File: src/sv/blr_pkg.sv
`timescale 1ns / 1ps

package blr_pkg;

  localparam int CFG_W     = 7;
  localparam int CFG_IDX_W = 1;
  localparam int PIX_W     = 6;
  localparam int GLYPH_W   = 8;

  localparam logic [CFG_IDX_W-1:0] REG_SCREEN_WIDTH  = 1'd0;
  localparam logic [CFG_IDX_W-1:0] REG_SCREEN_HEIGHT = 1'd1;

  localparam logic [CFG_W-1:0] SCREEN_SIDE_RESET = 7'd64;

  typedef enum logic [1:0] {
    ST_IDLE,
    ST_SETUP,
    ST_RUN,
    ST_FLUSH
  } state_t;

  typedef struct packed {
    logic cap;
    logic setup;
    logic step;
    logic take;
    logic emit_mid;
    logic emit_last;
  } ctrl_cmd_t;

  typedef struct packed {
    logic vis;
    logic pend_valid;
    logic at_stop;
    logic out_free;
  } dp_status_t;

endpackage

File: src/sv/bresenham_line_rasterizer_top.sv
`timescale 1ns / 1ps

// Bresenham line rasterizer. Each input transaction is one line command with
// two signed endpoints and a glyph; the block walks the line along its major
// axis from the endpoint with the smaller major coordinate and produces one
// output transaction per point that falls inside the configured screen, with
// last set on the final one. A line with no visible point yields a single
// transaction with has_pixel clear and last set. A command walks N =
// |major-axis delta| + 1 points (up to 2^COORD_BITS): the command is captured,
// then set up, then the single stepping unit walks the points in turn, and
// finally the last result is written. Output stalls hold the command only when
// a result, a visible point or the final one, must wait for the result
// register. Screen width and height may be written only while no command is in
// flight; values above MAX_SIDE act as MAX_SIDE.
module bresenham_line_rasterizer_top #(
  parameter int COORD_BITS = 8,
  parameter int MAX_SIDE   = 64
) (
  input  logic                                clk,
  input  logic                                rst_n,
  input  logic                                in_valid,
  output logic                                in_stall,
  input  logic [COORD_BITS-1:0]               in_start_x,
  input  logic [COORD_BITS-1:0]               in_start_y,
  input  logic [COORD_BITS-1:0]               in_end_x,
  input  logic [COORD_BITS-1:0]               in_end_y,
  input  logic [blr_pkg::GLYPH_W-1:0]         in_glyph,
  output logic                                out_valid,
  input  logic                                out_stall,
  output logic [blr_pkg::PIX_W-1:0]           out_pixel_x,
  output logic [blr_pkg::PIX_W-1:0]           out_pixel_y,
  output logic [blr_pkg::GLYPH_W-1:0]         out_pixel_glyph,
  output logic                                out_has_pixel,
  output logic                                out_last,
  input  logic                                cfg_we,
  input  logic [blr_pkg::CFG_IDX_W-1:0]       cfg_index,
  input  logic [blr_pkg::CFG_W-1:0]           cfg_data
);

  blr_pkg::ctrl_cmd_t  cmd;
  blr_pkg::dp_status_t status;

  blr_ctrl u_ctrl (
    .clk      (clk),
    .rst_n    (rst_n),
    .in_valid (in_valid),
    .in_stall (in_stall),
    .status   (status),
    .cmd      (cmd)
  );

  blr_datapath #(
    .COORD_BITS (COORD_BITS),
    .MAX_SIDE   (MAX_SIDE)
  ) u_datapath (
    .clk             (clk),
    .rst_n           (rst_n),
    .in_start_x      (in_start_x),
    .in_start_y      (in_start_y),
    .in_end_x        (in_end_x),
    .in_end_y        (in_end_y),
    .in_glyph        (in_glyph),
    .cfg_we          (cfg_we),
    .cfg_index       (cfg_index),
    .cfg_data        (cfg_data),
    .cmd             (cmd),
    .status          (status),
    .out_valid       (out_valid),
    .out_stall       (out_stall),
    .out_pixel_x     (out_pixel_x),
    .out_pixel_y     (out_pixel_y),
    .out_pixel_glyph (out_pixel_glyph),
    .out_has_pixel   (out_has_pixel),
    .out_last        (out_last)
  );

endmodule

File: src/sv/blr_ctrl.sv
`timescale 1ns / 1ps

module blr_ctrl (
  input  logic                   clk,
  input  logic                   rst_n,
  input  logic                   in_valid,
  output logic                   in_stall,
  input  blr_pkg::dp_status_t    status,
  output blr_pkg::ctrl_cmd_t     cmd
);

  blr_pkg::state_t state_r;
  blr_pkg::state_t state_nxt;

  always_ff @(posedge clk) begin
    if (!rst_n) begin
      state_r <= blr_pkg::ST_IDLE;
    end else begin
      state_r <= state_nxt;
    end
  end

  always_comb begin
    state_nxt = state_r;
    cmd       = '0;
    in_stall  = 1'b1;
    unique case (state_r)
      blr_pkg::ST_IDLE: begin
        in_stall = 1'b0;
        if (in_valid) begin
          cmd.cap   = 1'b1;
          state_nxt = blr_pkg::ST_SETUP;
        end
      end
      blr_pkg::ST_SETUP: begin
        cmd.setup = 1'b1;
        state_nxt = blr_pkg::ST_RUN;
      end
      blr_pkg::ST_RUN: begin
        if (!(status.vis && status.pend_valid && !status.out_free)) begin
          cmd.take     = status.vis;
          cmd.emit_mid = status.vis && status.pend_valid;
          if (status.at_stop) begin
            state_nxt = blr_pkg::ST_FLUSH;
          end else begin
            cmd.step = 1'b1;
          end
        end
      end
      blr_pkg::ST_FLUSH: begin
        if (status.out_free) begin
          cmd.emit_last = 1'b1;
          state_nxt     = blr_pkg::ST_IDLE;
        end
      end
      default: begin
        state_nxt = blr_pkg::ST_IDLE;
      end
    endcase
  end

endmodule

File: src/sv/blr_datapath.sv
`timescale 1ns / 1ps

module blr_datapath #(
  parameter int COORD_BITS = 8,
  parameter int MAX_SIDE   = 64
) (
  input  logic                                clk,
  input  logic                                rst_n,
  input  logic [COORD_BITS-1:0]               in_start_x,
  input  logic [COORD_BITS-1:0]               in_start_y,
  input  logic [COORD_BITS-1:0]               in_end_x,
  input  logic [COORD_BITS-1:0]               in_end_y,
  input  logic [blr_pkg::GLYPH_W-1:0]         in_glyph,
  input  logic                                cfg_we,
  input  logic [blr_pkg::CFG_IDX_W-1:0]       cfg_index,
  input  logic [blr_pkg::CFG_W-1:0]           cfg_data,
  input  blr_pkg::ctrl_cmd_t                  cmd,
  output blr_pkg::dp_status_t                 status,
  output logic                                out_valid,
  input  logic                                out_stall,
  output logic [blr_pkg::PIX_W-1:0]           out_pixel_x,
  output logic [blr_pkg::PIX_W-1:0]           out_pixel_y,
  output logic [blr_pkg::GLYPH_W-1:0]         out_pixel_glyph,
  output logic                                out_has_pixel,
  output logic                                out_last
);

  localparam int CW  = COORD_BITS;
  localparam int DW  = COORD_BITS + 1;
  localparam int EW  = COORD_BITS + 3;
  localparam int LW  = blr_pkg::CFG_W;
  localparam int PW  = blr_pkg::PIX_W;
  localparam int GW  = blr_pkg::GLYPH_W;

  logic [LW-1:0] width_r, height_r;
  logic [LW-1:0] lim_w_r, lim_h_r;
  logic [CW-1:0] x1_r, y1_r, x2_r, y2_r;
  logic [GW-1:0] glyph_r;

  logic signed [CW-1:0] x_r, y_r, x_nxt, y_nxt, stop_r;
  logic signed [EW-1:0] err_r, err_nxt, keep_r, turn_r;
  logic                 xmaj_r, step_neg_r;

  logic          pend_valid_r;
  logic [PW-1:0] pend_x_r, pend_y_r;

  logic          out_valid_r;
  logic [PW-1:0] out_x_r, out_y_r;
  logic [GW-1:0] out_glyph_r;
  logic          out_has_r, out_last_r;

  logic signed [DW-1:0] dx, dy, adx, ady;
  logic signed [EW-1:0] adx2, ady2, adx_e, ady_e;
  logic                 dx_pos, dy_pos, xmaj, same_sign;
  logic signed [CW-1:0] sx, sy, sstop;
  logic signed [EW-1:0] keep0, turn0, err0;
  logic                 take_minor;
  logic signed [CW-1:0] minor_inc;
  logic                 x_vis, y_vis, out_free;

  always_ff @(posedge clk) begin
    if (!rst_n) begin
      width_r  <= blr_pkg::SCREEN_SIDE_RESET;
      height_r <= blr_pkg::SCREEN_SIDE_RESET;
    end else if (cfg_we) begin
      unique case (cfg_index)
        blr_pkg::REG_SCREEN_WIDTH:  width_r  <= cfg_data;
        blr_pkg::REG_SCREEN_HEIGHT: height_r <= cfg_data;
        default: ;
      endcase
    end
  end

  // Setup arithmetic on the captured endpoints.
  always_comb begin
    dx     = {x2_r[CW-1], x2_r} - {x1_r[CW-1], x1_r};
    dy     = {y2_r[CW-1], y2_r} - {y1_r[CW-1], y1_r};
    adx    = dx[DW-1] ? -dx : dx;
    ady    = dy[DW-1] ? -dy : dy;
    dx_pos = !dx[DW-1] && (dx != '0);
    dy_pos = !dy[DW-1] && (dy != '0);
    same_sign = (dx[DW-1] && dy[DW-1]) || (dx_pos && dy_pos);
    xmaj   = (ady <= adx);
    adx_e  = {{(EW-DW){1'b0}}, adx};
    ady_e  = {{(EW-DW){1'b0}}, ady};
    adx2   = {adx_e[EW-2:0], 1'b0};
    ady2   = {ady_e[EW-2:0], 1'b0};
    if (xmaj) begin
      keep0 = ady2;
      turn0 = ady2 - adx2;
      err0  = ady2 - adx_e;
      if (!dx[DW-1]) begin
        sx = x1_r; sy = y1_r; sstop = x2_r;
      end else begin
        sx = x2_r; sy = y2_r; sstop = x1_r;
      end
    end else begin
      keep0 = adx2;
      turn0 = adx2 - ady2;
      err0  = adx2 - ady_e;
      if (!dy[DW-1]) begin
        sx = x1_r; sy = y1_r; sstop = y2_r;
      end else begin
        sx = x2_r; sy = y2_r; sstop = y1_r;
      end
    end
  end

  // One Bresenham step along the major axis.
  always_comb begin
    take_minor = xmaj_r ? !err_r[EW-1] : (!err_r[EW-1] && (err_r != '0));
    minor_inc  = step_neg_r ? {CW{1'b1}} : CW'(1);
    err_nxt    = take_minor ? (err_r + turn_r) : (err_r + keep_r);
    x_nxt      = x_r;
    y_nxt      = y_r;
    if (xmaj_r) begin
      x_nxt = x_r + CW'(1);
      if (take_minor) begin
        y_nxt = y_r + minor_inc;
      end
    end else begin
      y_nxt = y_r + CW'(1);
      if (take_minor) begin
        x_nxt = x_r + minor_inc;
      end
    end
  end

  always_ff @(posedge clk) begin
    if (cmd.cap) begin
      x1_r    <= in_start_x;
      y1_r    <= in_start_y;
      x2_r    <= in_end_x;
      y2_r    <= in_end_y;
      glyph_r <= in_glyph;
      lim_w_r <= (width_r > LW'(MAX_SIDE)) ? LW'(MAX_SIDE) : width_r;
      lim_h_r <= (height_r > LW'(MAX_SIDE)) ? LW'(MAX_SIDE) : height_r;
    end
    if (cmd.setup) begin
      x_r        <= sx;
      y_r        <= sy;
      stop_r     <= sstop;
      err_r      <= err0;
      keep_r     <= keep0;
      turn_r     <= turn0;
      xmaj_r     <= xmaj;
      step_neg_r <= !same_sign;
    end else if (cmd.step) begin
      x_r   <= x_nxt;
      y_r   <= y_nxt;
      err_r <= err_nxt;
    end
  end

  always_comb begin
    x_vis = !x_r[CW-1] && ({1'b0, x_r} < {{(DW-LW){1'b0}}, lim_w_r});
    y_vis = !y_r[CW-1] && ({1'b0, y_r} < {{(DW-LW){1'b0}}, lim_h_r});
  end

  always_ff @(posedge clk) begin
    if (!rst_n) begin
      pend_valid_r <= 1'b0;
    end else if (cmd.cap) begin
      pend_valid_r <= 1'b0;
    end else if (cmd.take) begin
      pend_valid_r <= 1'b1;
    end
  end

  always_ff @(posedge clk) begin
    if (cmd.take) begin
      pend_x_r <= x_r[PW-1:0];
      pend_y_r <= y_r[PW-1:0];
    end
  end

  assign out_free = !out_valid_r || !out_stall;

  always_ff @(posedge clk) begin
    if (!rst_n) begin
      out_valid_r <= 1'b0;
    end else if (cmd.emit_mid || cmd.emit_last) begin
      out_valid_r <= 1'b1;
    end else if (!out_stall) begin
      out_valid_r <= 1'b0;
    end
  end

  always_ff @(posedge clk) begin
    if (cmd.emit_mid) begin
      out_x_r     <= pend_x_r;
      out_y_r     <= pend_y_r;
      out_glyph_r <= glyph_r;
      out_has_r   <= 1'b1;
      out_last_r  <= 1'b0;
    end else if (cmd.emit_last) begin
      out_x_r     <= pend_valid_r ? pend_x_r : '0;
      out_y_r     <= pend_valid_r ? pend_y_r : '0;
      out_glyph_r <= pend_valid_r ? glyph_r : '0;
      out_has_r   <= pend_valid_r;
      out_last_r  <= 1'b1;
    end
  end

  always_comb begin
    status.vis        = x_vis && y_vis;
    status.pend_valid = pend_valid_r;
    status.at_stop    = (xmaj_r ? x_r : y_r) == stop_r;
    status.out_free   = out_free;
  end

  assign out_valid       = out_valid_r;
  assign out_pixel_x     = out_x_r;
  assign out_pixel_y     = out_y_r;
  assign out_pixel_glyph = out_glyph_r;
  assign out_has_pixel   = out_has_r;
  assign out_last        = out_last_r;

endmodule
File: config.mk
export PLATFORM = sky130hd
export DESIGN_NAME = bresenham_line_rasterizer_top
export DESIGN_NICKNAME = d
export VERILOG_FILES = /design/src/sv/blr_pkg.sv /design/src/sv/bresenham_line_rasterizer_top.sv /design/src/sv/blr_ctrl.sv /design/src/sv/blr_datapath.sv
export SDC_FILE = /design/constraint.sdc
export NUM_CORES = 1
export LEC_CHECK = 0
export BUFFER_PORTS_ARGS = -buffer_cell sky130_fd_sc_hd__buf_2
export CAP_MARGIN = 20
export CORE_MARGIN = 5
export CORE_UTILIZATION = 25
export DETAILED_ROUTE_END_ITERATION = 8
export PLACE_DENSITY_LB_ADDON = 0.08
export SYNTH_ARGS = -nofsm -noshare
export SYNTH_HDL_FRONTEND = slang
export SYNTH_SLANG_ARGS = --single-unit
File: constraint.sdc
create_clock -name clk -period 7.2 [get_ports clk]
set_input_delay 1.08 -clock clk [delete_from_list [all_inputs] [get_ports clk]]
set_output_delay 1.08 -clock clk [all_outputs]
set_load 0.05 [all_outputs]
* Word-level counts from Yosys, hierarchy flattened
Index checks and enable logic that the tools add are counted.
** Storage, ports and cells
- Register bits :: 165
- Bits of input ports :: 53
- Output and inout port bits :: 24
- Logic and storage cells :: 146
** Operators by class
- Order comparisons :: 5
- Reduce and logical (&&, ||, !) cells :: 35
- Add/subtract/negate cells :: 14
- Bitwise logic cells :: 2
- Mux-type cells :: 53
- Equal/unequal tests :: 10
** Operators by type and width (count)
- $mux 8 :: 22
- $mux 11 :: 5
- $mux 6 :: 6
- $add 11x11->11 :: 2
- $sub 10x10->11 :: 2
- $sub 10x9->11 :: 2
- $mux 9 :: 2
- $neg 9->9 :: 2
- $reduce_bool 9->1 :: 2
- $sub 8x8->9 :: 2
- $add 8x2->8 const B :: 2
- $add 8x8->8 :: 2
- $lt 8x7->1 :: 2
- $gt 7x7->1 const B :: 2
- $reduce_bool 11->1 :: 1
- $logic_and 1x1->1 :: 10
- $mux 1 :: 10
- $mux 10 :: 1
- $le 9x9->1 :: 1
- $logic_not 1->1 :: 9
- $eq 8x8->1 :: 1
- $mux 2 :: 4
- $pmux 2 s4 :: 1
- $reduce_and 2->1 :: 4
- other kinds (13) :: 22

* Logic depth before layout (Yosys ltp)
Gate-level depths: netlist (run 1).
- Word-level depth :: 9
- Gate-level depth with buffers :: 24
- Mapped depth without buffers :: 21

* Modules after synthesis
From an unflattened synthesis (run 1), not the netlist that was laid out.
** Second synthesis, totals
- Cells, all modules :: 964
- Area, all modules :: 10364.9 µm²
** Modules (own cells, without submodules)
- blr_datapath :: seq. area each 4624.4 µm², cells an instance 937, area each 10142.2 µm², times used 1
- blr_ctrl :: seq. area each 40.0 µm², cells an instance 27, area each 222.7 µm², times used 1

* Least setup slack after synthesis (run 1)
OpenSTA, ideal clock, no wires.
- Path type :: reg2reg
- Start point :: register u_datapath.x2_r[0]
- End point :: register u_datapath.turn_r[9] (data pin)
- Setup slack :: 1.640 ns
- Cell stages (with the launch flop) :: 22
- Period minus slack after synthesis :: 5.560 ns
- Data arrival time :: 5.294 ns
- Setup time :: 0.267 ns
- Buffers on the path :: 1
- Path through :: edfxtp_1 > inv_1 > ha_1 > inv_1 > fa_1 > a211o_1 > a311oi_1 > o211ai_1 > mux2i_2 > clkbuf_1 > nor2_1 > a21oi_1 > inv_1 > ha_1 > nand3b_1 > a2111oi_2 > or2_2 > a31o_4 > mux2_4 > or4b_4 > a21oi_2 > xnor2_1
** Between the ends
- Cells in the longest elaborated chain, start to end :: 5
** RTL lines
- from (decl) :: line blr_datapath.sv:37 : logic [CW-1:0] x1_r, y1_r, x2_r, y2_r;
- from (signal assigned) :: line blr_datapath.sv:133 : x2_r <= in_end_x;
- $sub 8x8->9 (*) :: line blr_datapath.sv:76 : dx = {x2_r[CW-1], x2_r} - {x1_r[CW-1], x1_r};
- $neg 9->9 :: line blr_datapath.sv:78 : adx = dx[DW-1] ? -dx : dx;
- $mux 9 (*) :: line blr_datapath.sv:78
- $sub 10x10->11 (tied with other cells) :: line blr_datapath.sv:99 : turn0 = adx2 - ady2;
- $mux 11 (*) :: line blr_datapath.sv:88 : if (xmaj) begin
- named net u_datapath.turn0[9] :: line blr_datapath.sv:56 : logic signed [EW-1:0] keep0, turn0, err0;
- to (signal assigned) :: line blr_datapath.sv:145 : turn_r <= turn0;
- to (decl) :: line blr_datapath.sv:41 : logic signed [EW-1:0] err_r, err_nxt, keep_r, turn_r;
Mark *: on every way through the listed nets, which the timed path passes. The rest lies on a longest branch.
A chain may end at the register's enable or synchronous reset.

* Final worst setup path (run 1)
Same ends and word-level chain as after synthesis.

==> results of run 1 <==
==> kinds of logic after synthesis <==
family,after synthesis
xor gates and xnor gates,71
buffers and inverters,115
muxes,58
DFF,162
adders and majority gates,99
and+or+nand+nor,270
AOI/OAI and AO/OA,205
==> stage by stage <==
step	hold slack, ns	area (µm²)	instances	worst slack, ns	utilization, %
6_report	0.447	11900	1597	0.813	29.1
3_5_place_dp	0.442	11300	1564	0.839	27.7
5_1_grt	0.472	11900	1597	0.404	29.1
4_1_cts	0.452	11900	1596	0.816	29.0
3_3_place_gp	0.436	11300	1564	0.972	27.7
2_1_floorplan	0.439	10300	980	1.64	-
==> worst paths after layout <==
kind	end	slack, ns
worst max-delay path	u_datapath.turn_r[9]	0.81
worst min-delay path	u_datapath.out_has_pixel	0.45
worst max register to register	u_datapath.turn_r[9]	0.81
worst min register to register	u_datapath.out_has_pixel	0.45
==> worst max-delay path, stage by stage, from the launching register on <==
cell and delay (ns):
sky130_fd_sc_hd__edfxtp_1 0.39, sky130_fd_sc_hd__inv_1 0.09, sky130_fd_sc_hd__ha_1 0.18, sky130_fd_sc_hd__inv_1 0.06, sky130_fd_sc_hd__fa_1 0.42, sky130_fd_sc_hd__a211o_1 0.30, sky130_fd_sc_hd__a311oi_1 0.33, sky130_fd_sc_hd__o211ai_1 0.14
sky130_fd_sc_hd__mux2i_2 0.36, sky130_fd_sc_hd__o21ai_0 0.19, sky130_fd_sc_hd__xor2_1 0.40, sky130_fd_sc_hd__inv_1 0.15, sky130_fd_sc_hd__ha_1 0.42, sky130_fd_sc_hd__nand2_1 0.13, sky130_fd_sc_hd__a2111oi_2 0.53, sky130_fd_sc_hd__or2_2 0.23
sky130_fd_sc_hd__a31o_4 0.52, sky130_fd_sc_hd__clkinv_2 0.29, sky130_fd_sc_hd__mux2i_1 0.23, sky130_fd_sc_hd__or4b_4 0.56, sky130_fd_sc_hd__a21oi_2 0.15, sky130_fd_sc_hd__xnor2_1 0.07
==> layer usage <==
metal / GRT usage [%] / share of wire, %
met5: 0 / 0.052
met4: 4.01 / 1.6
met3: 2.17 / 2.8
met2: 19.7 / 45
met1: 18.1 / 50
==> synthesized netlist by cell type (21+ instances only) <==
library cell / count
sky130_fd_sc_hd__edfxtp_1: 142
sky130_fd_sc_hd__nand2_1: 88
sky130_fd_sc_hd__nand3_1: 21
sky130_fd_sc_hd__inv_1: 81
sky130_fd_sc_hd__a21oi_1: 60
sky130_fd_sc_hd__xnor2_1: 45
sky130_fd_sc_hd__and2_1: 23
sky130_fd_sc_hd__nor2b_1: 29
sky130_fd_sc_hd__nor2_1: 54
sky130_fd_sc_hd__clkbuf_1: 25
sky130_fd_sc_hd__ha_1: 90
sky130_fd_sc_hd__xor2_1: 26
sky130_fd_sc_hd__o21ai_0: 31
sky130_fd_sc_hd__mux2i_1: 47
==> cell type report <==
class	instances	area (µm²)
Tap cell	532	666
Fill cell	4247	29000
Clock buffer	19	433
Clock inverter	13	100
Inverter	83	313
Sequential cell	162	4660
Timing Repair Buffer	85	448
Multi-Input combinational cell	703	5240
==> placed cells by master, fill, tap and decap left out, drive strengths merged, types with 5 or more instances in the layout <==
cell type  count
o31a           5
o21ai         31
a31oi         15
or2            6
nor2b         29
xor2          26
nand2b         5
a21boi         9
edfxtp       142
nand3         21
and2          23
a211oi         7
nand2         89
buf           85
o211ai        13
dfxtp         20
nor2          55
o2111ai        5
fa             9
ha            90
xnor2         45
o21a           6
clkbuf        19
mux2          10
nor3          13
mux2i         48
clkinv         5
and3          11
a21o          17
o31ai          5
inv           89
a21oi         61
o21bai         6
==> load_flow_metrics.sql, run 1 <==
INSERT INTO impl_metrics (metric_group, metric, value, unit) VALUES
('drt', 'route.vias.total', '7259', ''),
('yosys', 'largest_family_of_logic_cells_by_synthesized_area', 'compound AO/OA/AOI/OAI gates', ''),
('clock_network', 'cts_tree', 'built', ''),
('yosys', 'ys_seq_elements', '162', ''),
('global_routing', 'initial_antenna_violation_count', '1', ''),
('clock_network', 'cts_hold_repair.buffers', '0', ''),
('sta', 'period_minus_slack', '6.39', 'ns'),
('yosys', 'syn-num-nets', '1132', ''),
('yosys', 'synth_mux_area_share', '5.82', '%'),
('yosys', 'post_synth_and_or_nand_nor_area_fraction', '12.8', '%'),
('die', 'die_y', '213', 'µm'),
('die', 'floorplan.die.width', '213', 'µm'),
('hold_path', 'hold_path_stages', '2', ''),
('worst_setup_path', 'r2r_cells', '21', ''),
('clock_network', 'clock_path_buffers', '2', ''),
('sta', 'grt_setup_unrepaired', 'false', ''),
('worst_setup_path', 'worstSetupEndpointType', 'flip-flop', ''),
('final_layout', 'regMostFlops', 'u_datapath.err_r', ''),
('worst_setup_path', 'worst_ep_arrival_time', '6.58', 'ns'),
('drt', 'first_iter_violations', '404', ''),
('clock_network', 'clock-sinks', '162', ''),
('yosys', 'synth-async-reset-ratio', '0', '%'),
('yosys', 'post_synth_fa_ha_maj_area_fraction', '12.6', '%'),
('drt', 'drt_pre_antenna_iters', '4', ''),
('yosys', 'post-synth-top-area-fraction', '41.3', '%'),
('run_status', 'run_status', 'finished, final reports clean', ''),
('drt', 'ant_nets', '0', ''),
('yosys', 'synth_largest_area_cell', 'sky130_fd_sc_hd__edfxtp_1', ''),
('yosys', 'syn_avg_cell_area', '10.5', 'µm²'),
('hold_path', 'hp-class', 'flip-flop to flip-flop', ''),
('global_routing', 'grt_first_pass_wirelength', '43.4', 'mm'),
('sta', 'hold_violations', '0', ''),
('sta', 'worst_slew_margin_rel', '40.8', '%'),
('yosys', 'post_synth_main_area_contributors', 'sky130_fd_sc_hd__edfxtp_1 41%, sky130_fd_sc_hd__ha_1 11%, sky130_fd_sc_hd__mux2i_1 4.6%', ''),
('yosys', 'synthesis.yosys.warnings', '0', ''),
('sta', 'setup-violations-final', '0', ''),
('die', 'die_area', '0.0455', 'mm²'),
('global_routing', 'first_global_vias', '7212', ''),
('yosys', 'synthXorXnorAreaFrac', '6.02', '%'),
('final_layout', 'final_layout_size_suffix_gt1_share', '14.0', '%'),
('sta', 'drv_slew', '0', ''),
('global_routing', 'pin_count_of_the_biggest_net_entering_global_routing', '48', ''),
('sta', 'final_min_period_over_clock_period', '88.7', '%'),
('yosys', 'ys_types', '69', ''),
('sta', 'worst_clock_skew', '0.0105', 'ns'),
('clock_network', 'postCtsResizedCells', '0', ''),
('clock_network', 'cts-root-buf', 'sky130_fd_sc_hd__clkbuf_16', ''),
('worst_setup_path', 'crit_required', '7.40', 'ns'),
('clock_network', 'worst_setup_hold_path_clk_slew', '0.07', 'ns'),
('worst_setup_path', 'r2r_start', 'u_datapath.x2_r[0]', ''),
('worst_setup_path', 'timing.critical_path.fanout_max', '41', ''),
('sta', 'achievable-frequency', '0.157', 'GHz'),
('drt', 'route.detailed.wl_per_inst', '17.9', 'µm'),
('die', 'start_util', '25.3', '%'),
('sta', 'finalSetupTns', '0', 'ns'),
('placed_design', 'final_gp_congestion', '0.811', ''),
('final_layout', 'antennaDiodeCount', '0', ''),
('clock_network', 'tritoncts.num_buffers', '17', ''),
('drt', 'detail_route.drc_violations', '0', ''),
('job', 'max_cap_violations', '0', ''),
('sta', 'tightest_slew', '0.885', 'ns'),
('die', 'io_pins', '77', ''),
('final_layout', 'area_growth', '14.9', '%'),
('final_layout', 'largestRegisters', 'u_datapath.err_r (11), u_datapath.turn_r (10), u_datapath.keep_r (9)', ''),
('yosys', 'synth_sequential_area_ratio', '45.2', '%'),
('worst_setup_path', 'startpoint', 'u_datapath.x2_r[0]', ''),
('placed_design', 'dp_hpwl', '22.3', 'mm'),
('final_layout', 'largest_register_ffs', '11', ''),
('drt', 'wl', '28.6', 'mm'),
('drt', 'detail_route.vias_per_cell', '4.55', ''),
('clock_network', 'worst_skew_pair.late_latency', '0.45', 'ns');
Power of run 1 is left out: the tool's default activity adds up to more than one toggle a clock period on the data nets, which glitch-free logic cannot reach.
==> inputs of run 2 (changes only) <==
--- a/config.mk
+++ b/config.mk
@@ -7,6 +7,8 @@
 export LEC_CHECK = 0
 export BUFFER_PORTS_ARGS = -buffer_cell sky130_fd_sc_hd__buf_2
 export CAP_MARGIN = 20
+export CELL_PAD_IN_SITES_DETAIL_PLACEMENT = 0
+export CELL_PAD_IN_SITES_GLOBAL_PLACEMENT = 1
 export CORE_MARGIN = 5
 export CORE_UTILIZATION = 25
 export DETAILED_ROUTE_END_ITERATION = 8
==> run 2 against run 1 <==
  * Maximum frequency down 2.1%
  * Utilization is 0.070 points higher
  * Clock skew is 0.0010 ns higher
  * Largest cell class unchanged
  * Register-to-register slack got worse by 0.13 ns
  * Critical path depth increased by 1
  * Design area up 0.24%
  * Cell count grew 0.13%
  * Critical endpoint unchanged
==> load_flow_metrics.sql, run 2 (synthesis results as in run 1) <==
INSERT INTO impl_metrics (metric_group, metric, value, unit) VALUES
('run_status', 'run_status', 'finished, final reports clean', ''),
('final_layout', 'fin_util', '29.1', '%'),
('placed_design', 'final_gp_congestion', '0.779', ''),
('sta', 'finalSetupTns', '0', 'ns'),
('die', 'start_util', '25.3', '%'),
('drt', 'first_iter_violations', '311', ''),
('drt', 'drt_pre_antenna_iters', '7', ''),
('clock_network', 'postCtsResizedCells', '0', ''),
('drt', 'wl', '28.8', 'mm'),
('final_layout', 'finalNetCount', '1206', ''),
('clock_network', 'tritoncts.num_buffers', '17', ''),
('die', 'io_pins', '77', ''),
('die', 'floorplan.die.width', '213', 'µm'),
('sta', 'setup-violations-final', '0', ''),
('final_layout', 'layout.filler_cells', '4283', ''),
('global_routing', 'pin_count_of_the_biggest_net_entering_global_routing', '84', ''),
('worst_setup_path', 'cp-start-kind', 'flip-flop', ''),
('placed_design', 'numPortBuffers', '76', ''),
('sta', 'achievable-frequency', '0.153', 'GHz'),
('sta', 'final_min_period_over_clock_period', '90.6', '%'),
('worst_setup_path', 'cell_class_contributing_the_biggest_share_of_worst_path_delay', 'compound AO/OA/AOI/OAI gates', ''),
('clock_network', 'cts-root-buf', 'sky130_fd_sc_hd__clkbuf_16', ''),
('global_routing', 'initial_antenna_violation_count', '0', ''),
('sta', 'worst_slew_margin_rel', '29.2', '%'),
('final_layout', 'largest_register_ffs', '11', ''),
('worst_setup_path', 'cp_cell_sequence', 'inv_1 -> ha_1 -> inv_1 -> fa_1 -> a211o_1 -> a311oi_1 -> o211ai_1 -> mux2i_2 -> o21ai_0 -> xor2_1 -> inv_1 -> ha_1 -> nand2_1 -> a2111oi_2 -> or2_2 -> a31o_4 -> clkinv_2 -> buf_4 -> mux2i_1 -> or4b_4 -> a21oi_2 -> xnor2_1', ''),
('sta', 'period_minus_slack', '6.52', 'ns'),
('drt', 'detail_route.drc_violations', '0', ''),
('global_routing', 'grt.overflow.total', '0', ''),
('die', 'die_area', '0.0455', 'mm²'),
('clock_network', 'cts.htree.levels', '4', ''),
('die', 'core', '0.0408', 'mm²'),
('final_layout', 'layout.area.seq', '0.00466', 'mm²'),
('worst_setup_path', 'crit_required', '7.39', 'ns'),
('final_layout', 'multi_input_area', '0.00523', 'mm²'),
('worst_setup_path', 'critical_path.n_buffers_inverters', '5', ''),
('drt', 'route.detailed.wl_per_inst', '18.0', 'µm'),
('placed_design', 'dp_hpwl', '22.8', 'mm'),
('die', 'die_y', '213', 'µm'),
('clock_network', 'clock_path_buffers', '2', ''),
('clock_network', 'cts_post_setup_buffers_inserted', '0', ''),
('worst_setup_path', 'worst_path_max_delay_cell', 'sky130_fd_sc_hd__or4b_4', ''),
('sta', 'drv_slew', '0', ''),
('drt', 'ant_nets', '0', ''),
('job', 'max_cap_violations', '0', ''),
('worst_setup_path', 'crit_type', 'flip-flop to flip-flop', ''),
('global_routing', 'grt.total_usage', '13.0', '%'),
('worst_setup_path', 'worst_ep_arrival_time', '6.71', 'ns'),
('clock_network', 'clock-sinks', '162', ''),
('final_layout', 'final_layout_size_suffix_gt1_share', '14.3', '%'),
('sta', 'worst_clock_skew', '0.0116', 'ns'),
('die', 'rows', '74', ''),
('worst_setup_path', 'timing.critical_path.fanout_max', '23', ''),
('clock_network', 'cts_tree', 'built', ''),
('final_layout', 'area_growth', '15.2', '%'),
('sta', 'hold_violations', '0', ''),
('clock_network', 'worst_skew_pair.late_latency', '0.46', 'ns'),
('final_layout', 'largestRegisters', 'u_datapath.err_r (11), u_datapath.turn_r (10), u_datapath.keep_r (9)', ''),
('global_routing', 'first_global_vias', '7251', ''),
('sta', 'tightest_slew', '1.06', 'ns'),
('worst_setup_path', 'critical-path-max-stage-delay', '0.55', 'ns'),
('final_layout', 'antennaDiodeCount', '0', ''),
('clock_network', 'worst_setup_hold_path_clk_slew', '0.08', 'ns'),
('sta', 'grt_setup_unrepaired', 'false', ''),
('clock_network', 'cts_hold_repair.buffers', '0', ''),
('drt', 'route.vias.total', '7171', ''),
('final_layout', 'leading_cell_types_in_the_layout_fill_and_taps_excluded', '142 x sky130_fd_sc_hd__edfxtp_1, 89 x sky130_fd_sc_hd__ha_1, 88 x sky130_fd_sc_hd__nand2_1, 81 x sky130_fd_sc_hd__inv_1, 76 x sky130_fd_sc_hd__buf_2', ''),
('worst_setup_path', 'timing.critical_path.mode_cell', 'sky130_fd_sc_hd__inv_1', ''),
('final_layout', 'layout.cells.most_common', 'sky130_fd_sc_hd__edfxtp_1', ''),
('final_layout', 'regMostFlops', 'u_datapath.err_r', ''),
('global_routing', 'grt_first_pass_wirelength', '44.2', 'mm'),
('worst_setup_path', 'worstSetupEndpointType', 'flip-flop', ''),
('hold_path', 'hp-class', 'flip-flop to flip-flop', ''),
('drt', 'detail_route.vias_per_cell', '4.48', '');
-- run 2: cell type report --
cell class	instances	share of cell area [%]
clock buffer	18	3.69
tap	532	5.60
sequential	162	39.2
inverter	83	2.63
clock inverter	14	0.999
multi-input combinational	703	44.0
timing repair buffer	87	3.89
-- run 2: final timing paths --
path	start	endpoint	slack [ns]	depth (start not counted)
worst max register to register	u_datapath.x2_r[0]	u_datapath.turn_r[9]	0.68	22
worst min register to register	u_datapath.out_has_pixel	u_datapath.out_has_pixel	0.44	2
worst min-delay path	u_datapath.out_has_pixel	u_datapath.out_has_pixel	0.44	2
worst max-delay path	u_datapath.x2_r[0]	u_datapath.turn_r[9]	0.68	22
-- run 2: through the flow --
| stage | hold slack [ns] | std cells | setup WS [ns] | instance area [µm²] |
|---|---|---|---|---|
| floorplan | 0.439 | 980 | 1.64 | 10300 |
| detailed placement | 0.437 | 1566 | 0.680 | 11300 |
| finish | 0.445 | 1599 | 0.678 | 11900 |
| global placement | 0.434 | 1566 | 0.836 | 11300 |
| CTS | 0.447 | 1598 | 0.645 | 11900 |
| global route | 0.466 | 1599 | 0.0903 | 11900 |
-- run 2: tightest hold or removal path: stages, from the launching register on --
cell and delay, ns:
sky130_fd_sc_hd__dfxtp_1 0.32, sky130_fd_sc_hd__nand2_1 0.05, sky130_fd_sc_hd__nand2_1 0.04
-- run 2: routing by layer --
layer  global-route usage, %  vias up  share of wire (%)  routed length (µm)
met1                    18.8     3385                 51               14700
met5                       0        -                  0                   0
met2                    20.2       96                 45               13000
met3                    2.16       22                2.6                 752
met4                    3.77        0                1.4                 392
li1                        -     3668                  -                   -
Power of run 2 is left out for the same reason.
